## src/rtl/core/svc_pkg.sv

```systemverilog
// Shared types, constants and the balance table for the stereo volume chain.
package svc_pkg;

  localparam int VOLUME_SCALE  = 1024;
  localparam int HALF_SCALE    = VOLUME_SCALE / 2;
  localparam int BALANCE_STEPS = 15;
  localparam int TABLE_CENTER  = 15;

  typedef logic [16:0]        level_t;
  typedef logic [17:0]        raw_t;
  typedef logic signed [17:0] offset_t;
  typedef logic [4:0]         tab_idx_t;

  typedef enum logic [2:0] {
    REG_USER_VOLUME_LIMIT = 3'd0,
    REG_SOURCE_OFFSET     = 3'd1,
    REG_UNITY_ENABLE      = 3'd2,
    REG_UNITY_LEVEL       = 3'd3,
    REG_BALANCE           = 3'd4,
    REG_OUTPUT_LIMIT      = 3'd5
  } cfg_reg_t;

  typedef struct packed {
    logic [6:0]        user_volume_limit;
    logic [14:0]       source_offset;
    logic              unity_enable;
    level_t            unity_level;
    logic signed [4:0] balance;
    level_t            output_limit;
  } cfg_t;

  localparam logic [6:0]        RST_USER_VOLUME_LIMIT = 7'd100;
  localparam logic [14:0]       RST_SOURCE_OFFSET     = 15'd0;
  localparam logic              RST_UNITY_ENABLE      = 1'b0;
  localparam level_t            RST_UNITY_LEVEL       = 17'd81920;
  localparam logic signed [4:0] RST_BALANCE           = 5'sd0;
  localparam level_t            RST_OUTPUT_LIMIT      = 17'd102400;

  // Balance offset in system-level units for one table entry.
  function automatic offset_t bal_offset(input tab_idx_t idx);
    int t;
    unique case (idx)
      5'd0:  t = -200;
      5'd1:  t = -48;
      5'd2:  t = -32;
      5'd3:  t = -25;
      5'd4:  t = -16;
      5'd5:  t = -13;
      5'd6:  t = -11;
      5'd7:  t = -9;
      5'd8:  t = -8;
      5'd9:  t = -6;
      5'd10: t = -5;
      5'd11: t = -4;
      5'd12: t = -3;
      5'd13: t = -2;
      5'd14: t = -1;
      5'd15: t = 0;
      5'd16: t = 1;
      5'd17: t = 2;
      5'd18: t = 2;
      5'd19: t = 3;
      5'd20: t = 3;
      5'd21: t = 4;
      5'd22: t = 4;
      5'd23: t = 5;
      5'd24: t = 5;
      5'd25: t = 5;
      5'd26: t = 5;
      5'd27: t = 5;
      5'd28: t = 6;
      5'd29: t = 6;
      default: t = 6;
    endcase
    return offset_t'(t * HALF_SCALE);
  endfunction

endpackage

```

## src/rtl/core/svc_cfg_regs.sv

```systemverilog
// Configuration register file of the stereo volume chain.
module svc_cfg_regs
  import svc_pkg::*;
(
  input  logic        clk,
  input  logic        rst,
  input  logic        cfg_valid,
  input  logic [2:0]  cfg_index,
  input  logic [16:0] cfg_data,
  output cfg_t        cfg
);

  always_ff @(posedge clk) begin
    if (rst) begin
      cfg.user_volume_limit <= RST_USER_VOLUME_LIMIT;
      cfg.source_offset     <= RST_SOURCE_OFFSET;
      cfg.unity_enable      <= RST_UNITY_ENABLE;
      cfg.unity_level       <= RST_UNITY_LEVEL;
      cfg.balance           <= RST_BALANCE;
      cfg.output_limit      <= RST_OUTPUT_LIMIT;
    end else if (cfg_valid) begin
      // Keep the low bits only; unknown indexes are dropped.
      unique case (cfg_reg_t'(cfg_index))
        REG_USER_VOLUME_LIMIT: cfg.user_volume_limit <= cfg_data[6:0];
        REG_SOURCE_OFFSET:     cfg.source_offset     <= cfg_data[14:0];
        REG_UNITY_ENABLE:      cfg.unity_enable      <= cfg_data[0];
        REG_UNITY_LEVEL:       cfg.unity_level       <= cfg_data;
        REG_BALANCE:           cfg.balance           <= $signed(cfg_data[4:0]);
        REG_OUTPUT_LIMIT:      cfg.output_limit      <= cfg_data;
        default: ;
      endcase
    end
  end

endmodule

```

## src/rtl/core/svc_channel.sv

```systemverilog
// One channel: balance offset, zero clamp, change detect against the held level, cap.
module svc_channel
  import svc_pkg::*;
(
  input  logic     clk,
  input  logic     rst,
  input  logic     advance,
  input  raw_t     level,
  input  tab_idx_t tab_idx,
  input  level_t   output_limit,
  output level_t   level_out,
  output logic     update
);

  raw_t               last_raw;
  offset_t            offset;
  logic signed [19:0] sum;
  raw_t               raw;

  always_comb begin
    offset    = bal_offset(tab_idx);
    sum       = $signed({2'b00, level}) + {{2{offset[17]}}, offset};
    raw       = sum[19] ? '0 : sum[17:0];
    update    = (raw != last_raw);
    level_out = (raw > {1'b0, output_limit}) ? output_limit : raw[16:0];
  end

  // Held level follows the new level whenever an item passes.
  always_ff @(posedge clk) begin
    if (rst) begin
      last_raw <= '0;
    end else if (advance) begin
      last_raw <= raw;
    end
  end

  a_hold_when_idle: assert property (@(posedge clk) disable iff (rst)
    !advance |=> $stable(last_raw))
    else $error("held level moved without a transaction");

  a_no_update_keeps: assert property (@(posedge clk) disable iff (rst)
    advance && !update |=> $stable(last_raw))
    else $error("held level changed on a transaction flagged unchanged");

  a_update_changes: assert property (@(posedge clk) disable iff (rst)
    advance && update |=> last_raw != $past(last_raw))
    else $error("transaction flagged as update left the held level as it was");

endmodule

```

## src/rtl/core/stereo_volume_chain.sv

```systemverilog
// Top level of the stereo volume chain: input register, level path and result register.
//
// One user volume request is accepted per clock cycle while in_ready is high (input
// register empty, or result register empty or being read): the request lands in an
// input register, a single pass of clamp, scale, offset (or unity level), per-channel
// balance lookup, zero clamp and output cap runs between that register and the result
// register, and the held per-channel levels update in the same cycle the transaction
// moves into the result register. The input register and the result register each
// hold one transaction, so a new request is taken while a finished result still waits
// to be read. The configuration port is always ready and also reaches a request held
// in the input register; write it only when the chain is empty.
module stereo_volume_chain
  import svc_pkg::*;
(
  input  logic        clk,
  input  logic        rst,
  // configuration write channel
  input  logic        cfg_valid,
  output logic        cfg_ready,
  input  logic [2:0]  cfg_index,
  input  logic [16:0] cfg_data,
  // request channel
  input  logic        in_valid,
  output logic        in_ready,
  input  logic [7:0]  user_volume,
  // result channel
  output logic        out_valid,
  input  logic        out_ready,
  output logic [16:0] left_level,
  output logic        left_update,
  output logic [16:0] right_level,
  output logic        right_update
);

  cfg_t              cfg;
  logic              s1_valid;
  logic [7:0]        s1_volume;
  logic              out_free;
  logic              advance;
  logic [6:0]        uv_clamped;
  raw_t              scaled;
  raw_t              base_level;
  logic signed [4:0] bal_sat;
  tab_idx_t          left_idx;
  tab_idx_t          right_idx;
  level_t            left_calc;
  level_t            right_calc;
  logic              left_upd_calc;
  logic              right_upd_calc;

  // Configuration writes never stall.
  assign cfg_ready = 1'b1;

  svc_cfg_regs u_cfg (
    .clk       (clk),
    .rst       (rst),
    .cfg_valid (cfg_valid),
    .cfg_index (cfg_index),
    .cfg_data  (cfg_data),
    .cfg       (cfg)
  );

  // Result register is free when empty or being read this cycle.
  assign out_free = !out_valid || out_ready;
  assign advance  = s1_valid && out_free;
  assign in_ready = !s1_valid || out_free;

  // Input register: hold the request until it moves on.
  always_ff @(posedge clk) begin
    if (rst) begin
      s1_valid <= 1'b0;
    end else if (in_valid && in_ready) begin
      s1_valid <= 1'b1;
    end else if (advance) begin
      s1_valid <= 1'b0;
    end
  end

  always_ff @(posedge clk) begin
    if (in_valid && in_ready) begin
      s1_volume <= user_volume;
    end
  end

  // Common level: clamp, scale, then source offset or unity level.
  always_comb begin
    uv_clamped = (s1_volume > {1'b0, cfg.user_volume_limit}) ?
                 cfg.user_volume_limit : s1_volume[6:0];
    scaled     = raw_t'(18'(uv_clamped) * 18'(VOLUME_SCALE));
    base_level = cfg.unity_enable ? {1'b0, cfg.unity_level}
                                  : scaled + 18'(cfg.source_offset);
  end

  // Saturate balance and pick table entries either side of the centre.
  always_comb begin
    priority if (cfg.balance > 5'(BALANCE_STEPS)) begin
      bal_sat = 5'(BALANCE_STEPS);
    end else if (cfg.balance < -5'(BALANCE_STEPS)) begin
      bal_sat = -5'(BALANCE_STEPS);
    end else begin
      bal_sat = cfg.balance;
    end
    left_idx  = tab_idx_t'(TABLE_CENTER - int'(bal_sat));
    right_idx = tab_idx_t'(TABLE_CENTER + int'(bal_sat));
  end

  svc_channel u_left (
    .clk          (clk),
    .rst          (rst),
    .advance      (advance),
    .level        (base_level),
    .tab_idx      (left_idx),
    .output_limit (cfg.output_limit),
    .level_out    (left_calc),
    .update       (left_upd_calc)
  );

  svc_channel u_right (
    .clk          (clk),
    .rst          (rst),
    .advance      (advance),
    .level        (base_level),
    .tab_idx      (right_idx),
    .output_limit (cfg.output_limit),
    .level_out    (right_calc),
    .update       (right_upd_calc)
  );

  // Result register: load on advance, drop once read.
  always_ff @(posedge clk) begin
    if (rst) begin
      out_valid <= 1'b0;
    end else if (advance) begin
      out_valid <= 1'b1;
    end else if (out_ready) begin
      out_valid <= 1'b0;
    end
  end

  always_ff @(posedge clk) begin
    if (advance) begin
      left_level   <= left_calc;
      left_update  <= left_upd_calc;
      right_level  <= right_calc;
      right_update <= right_upd_calc;
    end
  end

endmodule
```

## config.mk

```make
export PLATFORM = sky130hd
export DESIGN_NAME = stereo_volume_chain
export DESIGN_NICKNAME = d
export VERILOG_FILES = /design/src/rtl/core/svc_pkg.sv /design/src/rtl/core/svc_cfg_regs.sv /design/src/rtl/core/svc_channel.sv /design/src/rtl/core/stereo_volume_chain.sv
export SDC_FILE = /design/constraint.sdc
export NUM_CORES = 1
export LEC_CHECK = 0
export BUFFER_PORTS_ARGS = -buffer_cell sky130_fd_sc_hd__buf_2
export CAP_MARGIN = 5
export CORE_UTILIZATION = 65
export DETAILED_ROUTE_END_ITERATION = 10
export PLACE_DENSITY = 0.9
export SYNTH_ARGS = -nofsm -noshare
export SYNTH_HDL_FRONTEND = slang
export SYNTH_SLANG_ARGS = --single-unit
export TNS_END_PERCENT = 1
```

## constraint.sdc

```tcl
create_clock -name clk -period 13.91 [get_ports clk]
set_input_delay 2.782 -clock clk [delete_from_list [all_inputs] [get_ports clk]]
set_output_delay 2.782 -clock clk [all_outputs]
set_load 0.03 [all_outputs]
```

======== Word level (Yosys, flattened, before mapping) ========
Memory sizes are Yosys's and may differ from the RTL's.
Index checks and enable logic that the tools add are counted.
word-level totals
  output and inout port bits .............. 39
  memories ................................ 2
  bits in read-only memories .............. 2048
  word-level logic and storage cells ...... 61
  input port bits ......................... 33
  bits in registers ....................... 144
operators by class
  mux-type cells .......................... 12
  reduce and logical (&&, ||, !) cells .... 15
  $add $sub $neg .......................... 5
  magnitude comparators ................... 5
  equal/unequal tests ..................... 7
memory list
  memory           depth  bits a word  rd ports  clocked after memory_dff  write ports  line           text
  (no name shown)  32     32           1         0                         0            svc_pkg.sv:42  unique case (idx)
  (no name shown)  32     32           1         0                         0            svc_pkg.sv:42
operators with widths
  operator                                              count
  2-to-1 mux 18 bit                                     3
  adder 19 x 18 -> 20 bit                               2
  greater-than comparator 18 x 17 -> 1 bit              2
  != test 18 bit                                        2
  2-to-1 mux 17 bit                                     2
  adder 17 x 15 -> 18 bit                               1
  AND reduction 2 bit                                   6
  2-to-1 mux 5 bit                                      2
  greater-than comparator 8 x 7 -> 1 bit                1
  2-to-1 mux 7 bit                                      1
  == test 3 x 2 -> 1 bit, second input constant         2
  == test 3 bit, second input constant                  2
  adder 5 bit, first input constant                     1
  greater-than comparator 5 bit, second input constant  1
  < comparator 5 bit, second input constant             1
  subtractor 5 bit, first input constant                1
  2-to-1 mux 1 bit                                      4
  nonzero test 2 bit                                    2
  == test 3 x 1 -> 1 bit, second input constant         1
  zero test 3 bit                                       1
  logical AND 1 bit                                     2
  zero test 1 bit                                       2
  logical OR 1 bit                                      2

======== Depth between registers and ports, before layout ========
Gate-level depths: netlist (run 1).
An unclocked memory read counts as a cell.
  depth in word-level cells ............... 9
  gate-level depth with buffers ........... 38
  depth with buffers taken out ............ 35

======== Modules after synthesis ========
A second synthesis (run 1) with hierarchy kept.
unflattened totals
  cell total of the unflattened synthesis .. 1046
  area, all modules ....................... 9716.8 um^2
modules (own cells, without submodules)
  module               times used  seq. area each (um^2)  area each (um^2)  cells an instance
  svc_channel          2           360.3                  2489.9            327
  svc_cfg_regs         1           1241.2                 2536.2            235
  stereo_volume_chain  1           1361.3                 2200.9            157

======== Worst setup path after synthesis (run 1) ========
OpenSTA, ideal clock, no wires.
  kind .................................... register -> register
  start point ............................. reg s1_volume[1]
  end point ............................... reg left_level[10], data pin
  slack ................................... 6.409 ns
  required time ........................... 13.650 ns
  setup time .............................. 0.260 ns
  arrival time ............................ 7.241 ns
  buffers on the path ..................... 3
  cell stages (with the launch flop) ...... 35
  period minus slack after synthesis ...... 7.501 ns
  cell sequence ........................... edfxtp_1 -> ha_1 -> nor2b_1 -> o21ai_0 -> nand2b_1 -> a21oi_1 -> o21ai_0 -> a21oi_1 -> clkbuf_1 -> mux2_2 -> ha_1 -> inv_1 -> fa_1 -> o21ai_0 -> a21o_1 -> nand2_1 -> xnor2_1 -> mux2i_1 -> o21ai_0 -> ha_1 -> a21o_1 -> or4_1 -> nand3_1 -> clkbuf_1 -> and2_1 -> ha_1 -> a21o_1 -> a21oi_1 -> nor2b_1 -> o31ai_1 -> o211ai_1 -> a31o_2 -> a21oi_1 -> buf_2 -> mux2_2
on the way
  longest elaborated chain between the ends .. 8
ends and longest elaborated chain
  element                                     line                        text
  start: declaration                          stereo_volume_chain.sv:37   logic [7:0] s1_volume;
  start signal: assignment                    stereo_volume_chain.sv:81   s1_volume <= user_volume;
  greater-than comparator 8 x 7 -> 1 bit      stereo_volume_chain.sv:87   uv_clamped = (s1_volume > {1'b0, cfg.user_volume_limit}) ?
  2-to-1 mux 7 bit *                          stereo_volume_chain.sv:87
  adder 17 x 15 -> 18 bit *                   stereo_volume_chain.sv:91   : scaled + 18'(cfg.source_offset);
  2-to-1 mux 18 bit *                         stereo_volume_chain.sv:90   base_level = cfg.unity_enable ? {1'b0, cfg.unity_level}
  adder 19 x 18 -> 20 bit *                   svc_channel.sv:22           sum = $signed({2'b00, level}) + {{2{offset[17]}}, offset};
  2-to-1 mux 18 bit *                         svc_channel.sv:23           raw = sum[19] ? '0 : sum[17:0];
  named net u_left.raw[3]                     svc_channel.sv:18           raw_t raw;
  greater-than comparator 18 x 17 -> 1 bit *  svc_channel.sv:25           level_out = (raw > {1'b0, output_limit}) ? output_limit : raw[16:0];
  2-to-1 mux 17 bit *                         svc_channel.sv:25
  named net left_calc[10]                     stereo_volume_chain.sv:46   level_t left_calc;
  end signal: assignment                      stereo_volume_chain.sv:142  left_level <= left_calc;
  end: declaration                            stereo_volume_chain.sv:29   output logic [16:0] left_level,
The timed path passes the listed nets; every way through them passes the cells marked *.
A chain may end at the register's enable or synchronous reset.

======== Final worst setup path (run 1) ========
  start point ............................. reg, netlist name u_cfg.cfg[56]
  end point ............................... reg left_level[5], data pin
on the way
  longest elaborated chain between the ends .. 8
ends and longest elaborated chain
  element                                     line
  greater-than comparator 8 x 7 -> 1 bit      stereo_volume_chain.sv:87
  2-to-1 mux 7 bit *                          stereo_volume_chain.sv:87
  adder 17 x 15 -> 18 bit *                   stereo_volume_chain.sv:91
  2-to-1 mux 18 bit *                         stereo_volume_chain.sv:90
  adder 19 x 18 -> 20 bit *                   svc_channel.sv:22
  2-to-1 mux 18 bit *                         svc_channel.sv:23
  named net u_left.raw[11]                    svc_channel.sv:18
  greater-than comparator 18 x 17 -> 1 bit *  svc_channel.sv:25
  2-to-1 mux 17 bit *                         svc_channel.sv:25
  named net left_calc[5]                      stereo_volume_chain.sv:46
Marks and branches as above.

==> results of run 1 <==
## cells in the final DEF (no fill, tap or decap), types with 6 or more instances in the layout
cell type | synthesis | final
nand2b_1 | 10 | 10
buf_2 | 6 | 70
nand3_1 | 22 | 22
a21o_1 | 22 | 22
o211ai_1 | 11 | 11
o21ai_0 | 35 | 35
ha_1 | 76 | 76
a21oi_1 | 127 | 127
inv_1 | 50 | 50
and2_1 | 15 | 15
mux2_2 | 39 | 39
buf_4 | 2 | 6
clkbuf_16 | 0 | 17
nor3_1 | 9 | 9
a211oi_1 | 12 | 12
dfxtp_1 | 100 | 100
nand4_1 | 12 | 12
nand2_1 | 210 | 210
mux2i_1 | 25 | 25
a31oi_1 | 13 | 13
o31ai_1 | 6 | 6
xnor2_1 | 18 | 18
nor2b_1 | 12 | 12
edfxtp_1 | 44 | 44
nor2_1 | 80 | 80
xor2_1 | 18 | 18
## layout make-up
class	count	area (um2)
clock buffer	21	442
tap	180	225
inverter	52	195
clock inverter	11	108
sequential	144	3320
multi-input combinational	844	5440
timing repair buffer	76	395
fill	952	3700
## registers in the layout, summed over array words and instances, names as in the netlist
register	flops
left_level	17
out_valid	1
right_update	1
s1_valid	1
u_left.last_raw	18
s1_volume	8
u_right.last_raw	18
left_update	1
right_level	17
u_cfg.cfg	62
## critical path, delay by kind of cell, from the launching register on
| kind | cells | cell delay [ns] |
|---|---|---|
| buf+inv | 4 | 0.54 |
| xor+xnor | 1 | 0.15 |
| flops | 1 | 0.33 |
| fa+ha+maj | 5 | 1.54 |
| simple gates | 5 | 1.13 |
| mux | 3 | 0.77 |
| compound gates | 16 | 4.59 |
## through the flow
step	instance area, um2	worst slack (ns)	utilization, %	std cells	power, W
global route	10100	4.00	73.3	1328	0.00137
global placement	9580	5.20	69.3	1296	0.000869
finish	10100	4.62	73.3	1328	0.00132
CTS	10100	4.71	73.3	1328	0.00131
detailed placement	9580	4.88	69.3	1296	0.000879
floorplan	9160	6.41	-	1087	0.000787
## cells by family after synthesis
group | Yosys count | share of synthesized area (%)
muxes | 65 | 7.77
buffers and inverters | 99 | 4.30
AOI/OAI and AO/OA | 267 | 18.0
DFF | 144 | 36.3
and+or+nand+nor | 396 | 19.1
other | 1 | 0.0409
adders and majority gates | 79 | 11.0
xor gates and xnor gates | 36 | 3.44
## worst paths after layout
kind / from / end / depth (start not counted)
max: u_cfg.cfg[56]$_SDFFE_PP0P_ / left_level[5]$_DFFE_PP_ / 34
min: u_cfg.cfg[31]$_SDFFE_PP0P_ / u_cfg.cfg[31]$_SDFFE_PP0P_ / 2
max reg2reg: u_cfg.cfg[56]$_SDFFE_PP0P_ / left_level[5]$_DFFE_PP_ / 34
min reg2reg: u_cfg.cfg[31]$_SDFFE_PP0P_ / u_cfg.cfg[31]$_SDFFE_PP0P_ / 2
## routing by layer
layer,share of wire [%],routed length (um)
met2,45,11600
met3,9.6,2460
met1,40,10300
met5,0,0
met4,5.0,1280
## power by group
| part | total [W] | switching [W] | internal, W |
|---|---|---|---|
| clock network | 0.000435 | 0.000186 | 0.000249 |
| registers | 0.000476 | 0.0000138 | 0.000462 |
| logic | 0.000414 | 0.000253 | 0.000161 |
==> results.sh, run 1 <==
export IMPL_synthArstFlopShare_pct=0
export IMPL_grt_pass1_vias=7881
export IMPL_met1_usage_pct=45.5
export IMPL_grt_busiest_layer="met2"
export IMPL_r2r_setup_slack_ns=4.62
export IMPL_syn_num_nets=1199
export IMPL_viasPerCell=6.39
export IMPL_antenna_found_initial=0
export IMPL_dieArea_mm2=0.0146
export IMPL_yosysTopAreaCellShare_pct=21.9
export IMPL_min_period_ns=9.29
export IMPL_synthesis_area_mm2=0.00916
export IMPL_synth_most_common_cell="nand2_1"
export IMPL_num_vias=8491
export IMPL_relSlewSlack_pct=25.9
export IMPL_worstSetupStartpointType="flip-flop"
export IMPL_grt_ovfl_total=0
export IMPL_ys_warn_count=0
export IMPL_ios=72
export IMPL_numCtsBuffers=17
export IMPL_path_class="reg -> reg"
export IMPL_wl_um=25700
export IMPL_ys_types=70
export IMPL_status="finished, final reports clean"
export IMPL_drv_cap=0
export IMPL_antenna_cells=0
export IMPL_synthCells=1087
export IMPL_holdWs_ns=0.454
export IMPL_clk_latency_ns=0.43
export IMPL_p_per_area_mw_per_mm2=131
export IMPL_use_met3_pct=8.68
export IMPL_portBuffers=70
export IMPL_drv_slew=0
export IMPL_hold_viol_final=0
export IMPL_cts_tree="built"
export IMPL_initial_core_util_pct=66.2
export IMPL_dr_pass1_iters=6
export IMPL_cts_resized=0
export IMPL_coreArea_mm2=0.0138
export IMPL_cts_root_buffer="clkbuf_16"
export IMPL_ys_seq_area_share_pct=36.3
export IMPL_setup_violations=0
export IMPL_first_iter_violations=1114
export IMPL_fin_nets=1247
export IMPL_crit_fanout=19
export IMPL_clk_path_buf_depth=2
export IMPL_tns_ns=0
export IMPL_track_usage_pct=36.0
export IMPL_rsz0062_at_grt="no"
export IMPL_critical_path_arrival_ns=9.47
export IMPL_crit_required_ns=14.09
export IMPL_place_gp_congestion=0.936
export IMPL_postRouteAntennaNets=0
export IMPL_row_count=43
export IMPL_synth_edf_count=44
export IMPL_clkSinkCount=144
export IMPL_timing_final_crit_share_pct=66.8
export IMPL_met2_usage_pct=57.2
export IMPL_grt_max_degree=94
export IMPL_tightest_slew_ns=1.11
export IMPL_postCtsSetupBuffers=0
export IMPL_die_y_um=121
export IMPL_synth_area_per_cell_um2=8.43
export IMPL_cp_slowest_cell="a21oi_1"
export IMPL_die_w_um=121
export IMPL_cts_hold_buf=0
export IMPL_synth_ff_type="dfxtp_1"
export IMPL_drive_gt1_share_pct=13.9
export IMPL_synth_seq_cells=144
export IMPL_ir_drop_v=0.000116
export IMPL_cpPeakStageDelay_ns=0.79
export IMPL_grt_first_pass_wirelength_um=40000
export IMPL_routedWlPerCell_um=19.3
export IMPL_netlist_top_cells_area="dfxtp_1 (22%), edfxtp_1 (14%), ha_1 (10%), nand2_1 (8.6%), a21oi_1 (6.9%)"
export IMPL_min_path_type="reg -> reg"
export IMPL_power_leakage_nw=4.20
export IMPL_dp_hpwl_um=18000
export IMPL_skew_ns=0.00969
export IMPL_clkTransAtPathRegs_ns=0.06
export IMPL_yosysTopAreaCell="dfxtp_1"
export IMPL_cts_max_level=4
export IMPL_route_detailed_drc=0
export IMPL_timing_fmax_mhz=108
export IMPL_endpoint_kind="flip-flop"
export IMPL_area_delta_synth_final_pct=10.6
export IMPL_yosys_top_cells_count="nand2_1 (210), a21oi_1 (127), dfxtp_1 (100)"
No activity file was read; power rests on OpenSTA's default activity.
==> run 2: changes to the inputs <==
--- a/config.mk
+++ b/config.mk
@@ -7,9 +7,9 @@
 export LEC_CHECK = 0
 export BUFFER_PORTS_ARGS = -buffer_cell sky130_fd_sc_hd__buf_2
 export CAP_MARGIN = 5
-export CORE_UTILIZATION = 65
+export CORE_UTILIZATION = 61
 export DETAILED_ROUTE_END_ITERATION = 10
-export PLACE_DENSITY = 0.9
+export PLACE_DENSITY = 0.86
 export SYNTH_ARGS = -nofsm -noshare
 export SYNTH_HDL_FRONTEND = slang
 export SYNTH_SLANG_ARGS = --single-unit
==> constraint.sdc (replaced) <==
create_clock -name clk -period 9.7 [get_ports clk]
set_input_delay 1.94 -clock clk [delete_from_list [all_inputs] [get_ports clk]]
set_output_delay 1.94 -clock clk [all_outputs]
set_load 0.03 [all_outputs]
==> run 2 against run 1 <==
  * Power grew 46%
  * Register-to-register slack lost 3.6 ns
  * Largest power group unchanged
  * Sequential cell count is the same
  * Largest cell class unchanged
==> results.sh, run 2 (synthesis results as in run 1) <==
export IMPL_stdcell_area_mm2=0.0102
export IMPL_track_usage_pct=32.3
export IMPL_crit_required_ns=9.89
export IMPL_dp_slack_ns=1.19
export IMPL_timing_final_crit_share_pct=89.9
export IMPL_dr_max_layer_used="met4"
export IMPL_wl_um=24700
export IMPL_viasPerCell=6.20
export IMPL_die_w_um=125
export IMPL_path_class="reg -> reg"
export IMPL_regMostFlops="u_cfg.cfg"
export IMPL_drive_gt1_share_pct=14.2
export IMPL_clkSinkCount=144
export IMPL_dr_wl_met2_um=11300
export IMPL_cts_tree="built"
export IMPL_initial_core_util_pct=62.8
export IMPL_skew_ns=0.00885
export IMPL_power_leakage_nw=4.22
export IMPL_postCtsSetupBuffers=0
export IMPL_worstSetupStartpointType="flip-flop"
export IMPL_path_buf_inv=1
export IMPL_grt_max_degree=94
export IMPL_rsz0062_at_grt="no"
export IMPL_grt_ovfl_total=0
export IMPL_min_path_type="reg -> reg"
export IMPL_place_area_mm2=0.00959
export IMPL_antenna_cells=0
export IMPL_ir_drop_v=0.000146
export IMPL_critical_path_arrival_ns=8.91
export IMPL_cpPeakStageDelay_ns=0.85
export IMPL_numCtsBuffers=17
export IMPL_place_gp_congestion=0.911
export IMPL_num_vias=8258
export IMPL_crit_fanout=17
export IMPL_cts_resized=0
export IMPL_setup_violations=0
export IMPL_dr_pass1_iters=7
export IMPL_cts_root_buffer="clkbuf_16"
export IMPL_grt_first_pass_wirelength_um=39100
export IMPL_met3_length_um=2100
export IMPL_path_delay_family="compound AO/OA/AOI/OAI gates"
export IMPL_path_common_cell="o21ai_0"
export IMPL_layout_setup_ws_ns=0.984
export IMPL_antenna_found_initial=0
export IMPL_die_y_um=125
export IMPL_routedWlPerCell_um=18.5
export IMPL_clkTransAtPathRegs_ns=0.07
export IMPL_postRouteAntennaNets=0
export IMPL_coreArea_mm2=0.0146
export IMPL_postLayoutCoreUtil_pct=69.8
export IMPL_final_common_cell="nand2_1"
export IMPL_p_per_area_mw_per_mm2=190
export IMPL_clk_latency_ns=0.44
export IMPL_fin_nets=1247
export IMPL_tightest_slew_ns=1.02
export IMPL_drv_slew=0
export IMPL_dp_hpwl_um=17900
export IMPL_holdWs_ns=0.458
export IMPL_tns_ns=0
export IMPL_timing_fmax_mhz=115
export IMPL_row_count=44
export IMPL_area_delta_synth_final_pct=11.2
export IMPL_cts_max_level=4
export IMPL_hold_viol_final=0
export IMPL_route_detailed_drc=0
export IMPL_ios=72
export IMPL_clk_path_buf_depth=2
export IMPL_top_regs="u_cfg.cfg x62, u_left.last_raw x18, u_right.last_raw x18"
export IMPL_drv_cap=0
export IMPL_min_period_ns=8.72
export IMPL_final_cell_mix="nand2_1 (210), a21oi_1 (127), dfxtp_1 (100), nor2_1 (80), ha_1 (76)"
export IMPL_wl_met1_um=10300
export IMPL_portBuffers=70
export IMPL_largest_reg_flops=62
export IMPL_dieArea_mm2=0.0155
export IMPL_cts_hold_buf=0
export IMPL_grt_pass1_vias=7568
export IMPL_cp_slowest_cell="nor2_1"
export IMPL_endpoint_kind="flip-flop"
export IMPL_first_iter_violations=850
export IMPL_relSlewSlack_pct=31.8
export IMPL_status="finished, final reports clean"
run 2: changes by cell type in the layout (fill, tap and decap cells not counted), moves of 2 or more:
cell | before | now
inv_6 | 2 | 6
inv_8 | 1 | 3
clkbuf_1 | 3 | 0
clkinv_8 | 0 | 2
run 2: layout make-up:
| cell class | instances | area [um2] |
|---|---|---|
| fillers | 1109 | 4410 |
| inverters | 52 | 195 |
| clock buffers | 17 | 425 |
| flip-flops and latches | 144 | 3320 |
| repair buffers | 76 | 395 |
| clock inverters | 15 | 170 |
| well taps | 184 | 230 |
| multi-input cells | 844 | 5440 |
run 2: through the flow:
stage,total power [W],std cells
floorplan,0.00113,1087
global placement,0.00125,1300
detailed placement,0.00126,1300
CTS,0.00192,1332
global route,0.00201,1332
finish,0.00193,1332
run 2: power by group:
part / leakage, nW / total, W / internal, W / switching, W
logic: 2.71 / 0.000588 / 0.000230 / 0.000357
clock network: 0.291 / 0.000663 / 0.000366 / 0.000297
registers: 1.22 / 0.000682 / 0.000663 / 0.0000198
total: 4.22 / 0.00193 / 0.00126 / 0.000674
run 2: per-layer routing:
layer | vias up | GRT usage, %
met5 | - | 0
met4 | 0 | 13.4
met3 | 65 | 7.13
met2 | 406 | 51.1
met1 | 3848 | 42.6
li1 | 3939 | -
run 2: worst min-delay path, cell delays in order (launching register included):
cell and delay [ns]:
dfxtp_1 0.31, nand2_1 0.05, a21oi_1 0.05
run 2: worst paths after layout:
path	from	endpoint	slack (ns)	depth (start not counted)
worst max-delay path	s1_volume[1]$_DFFE_PP_	right_level[8]$_DFFE_PP_	0.98	32
worst min-delay path	u_cfg.cfg[45]$_SDFFE_PP0P_	u_cfg.cfg[45]$_SDFFE_PP0P_	0.46	2
worst max register to register	s1_volume[1]$_DFFE_PP_	right_level[8]$_DFFE_PP_	0.98	32
worst min register to register	u_cfg.cfg[45]$_SDFFE_PP0P_	u_cfg.cfg[45]$_SDFFE_PP0P_	0.46	2
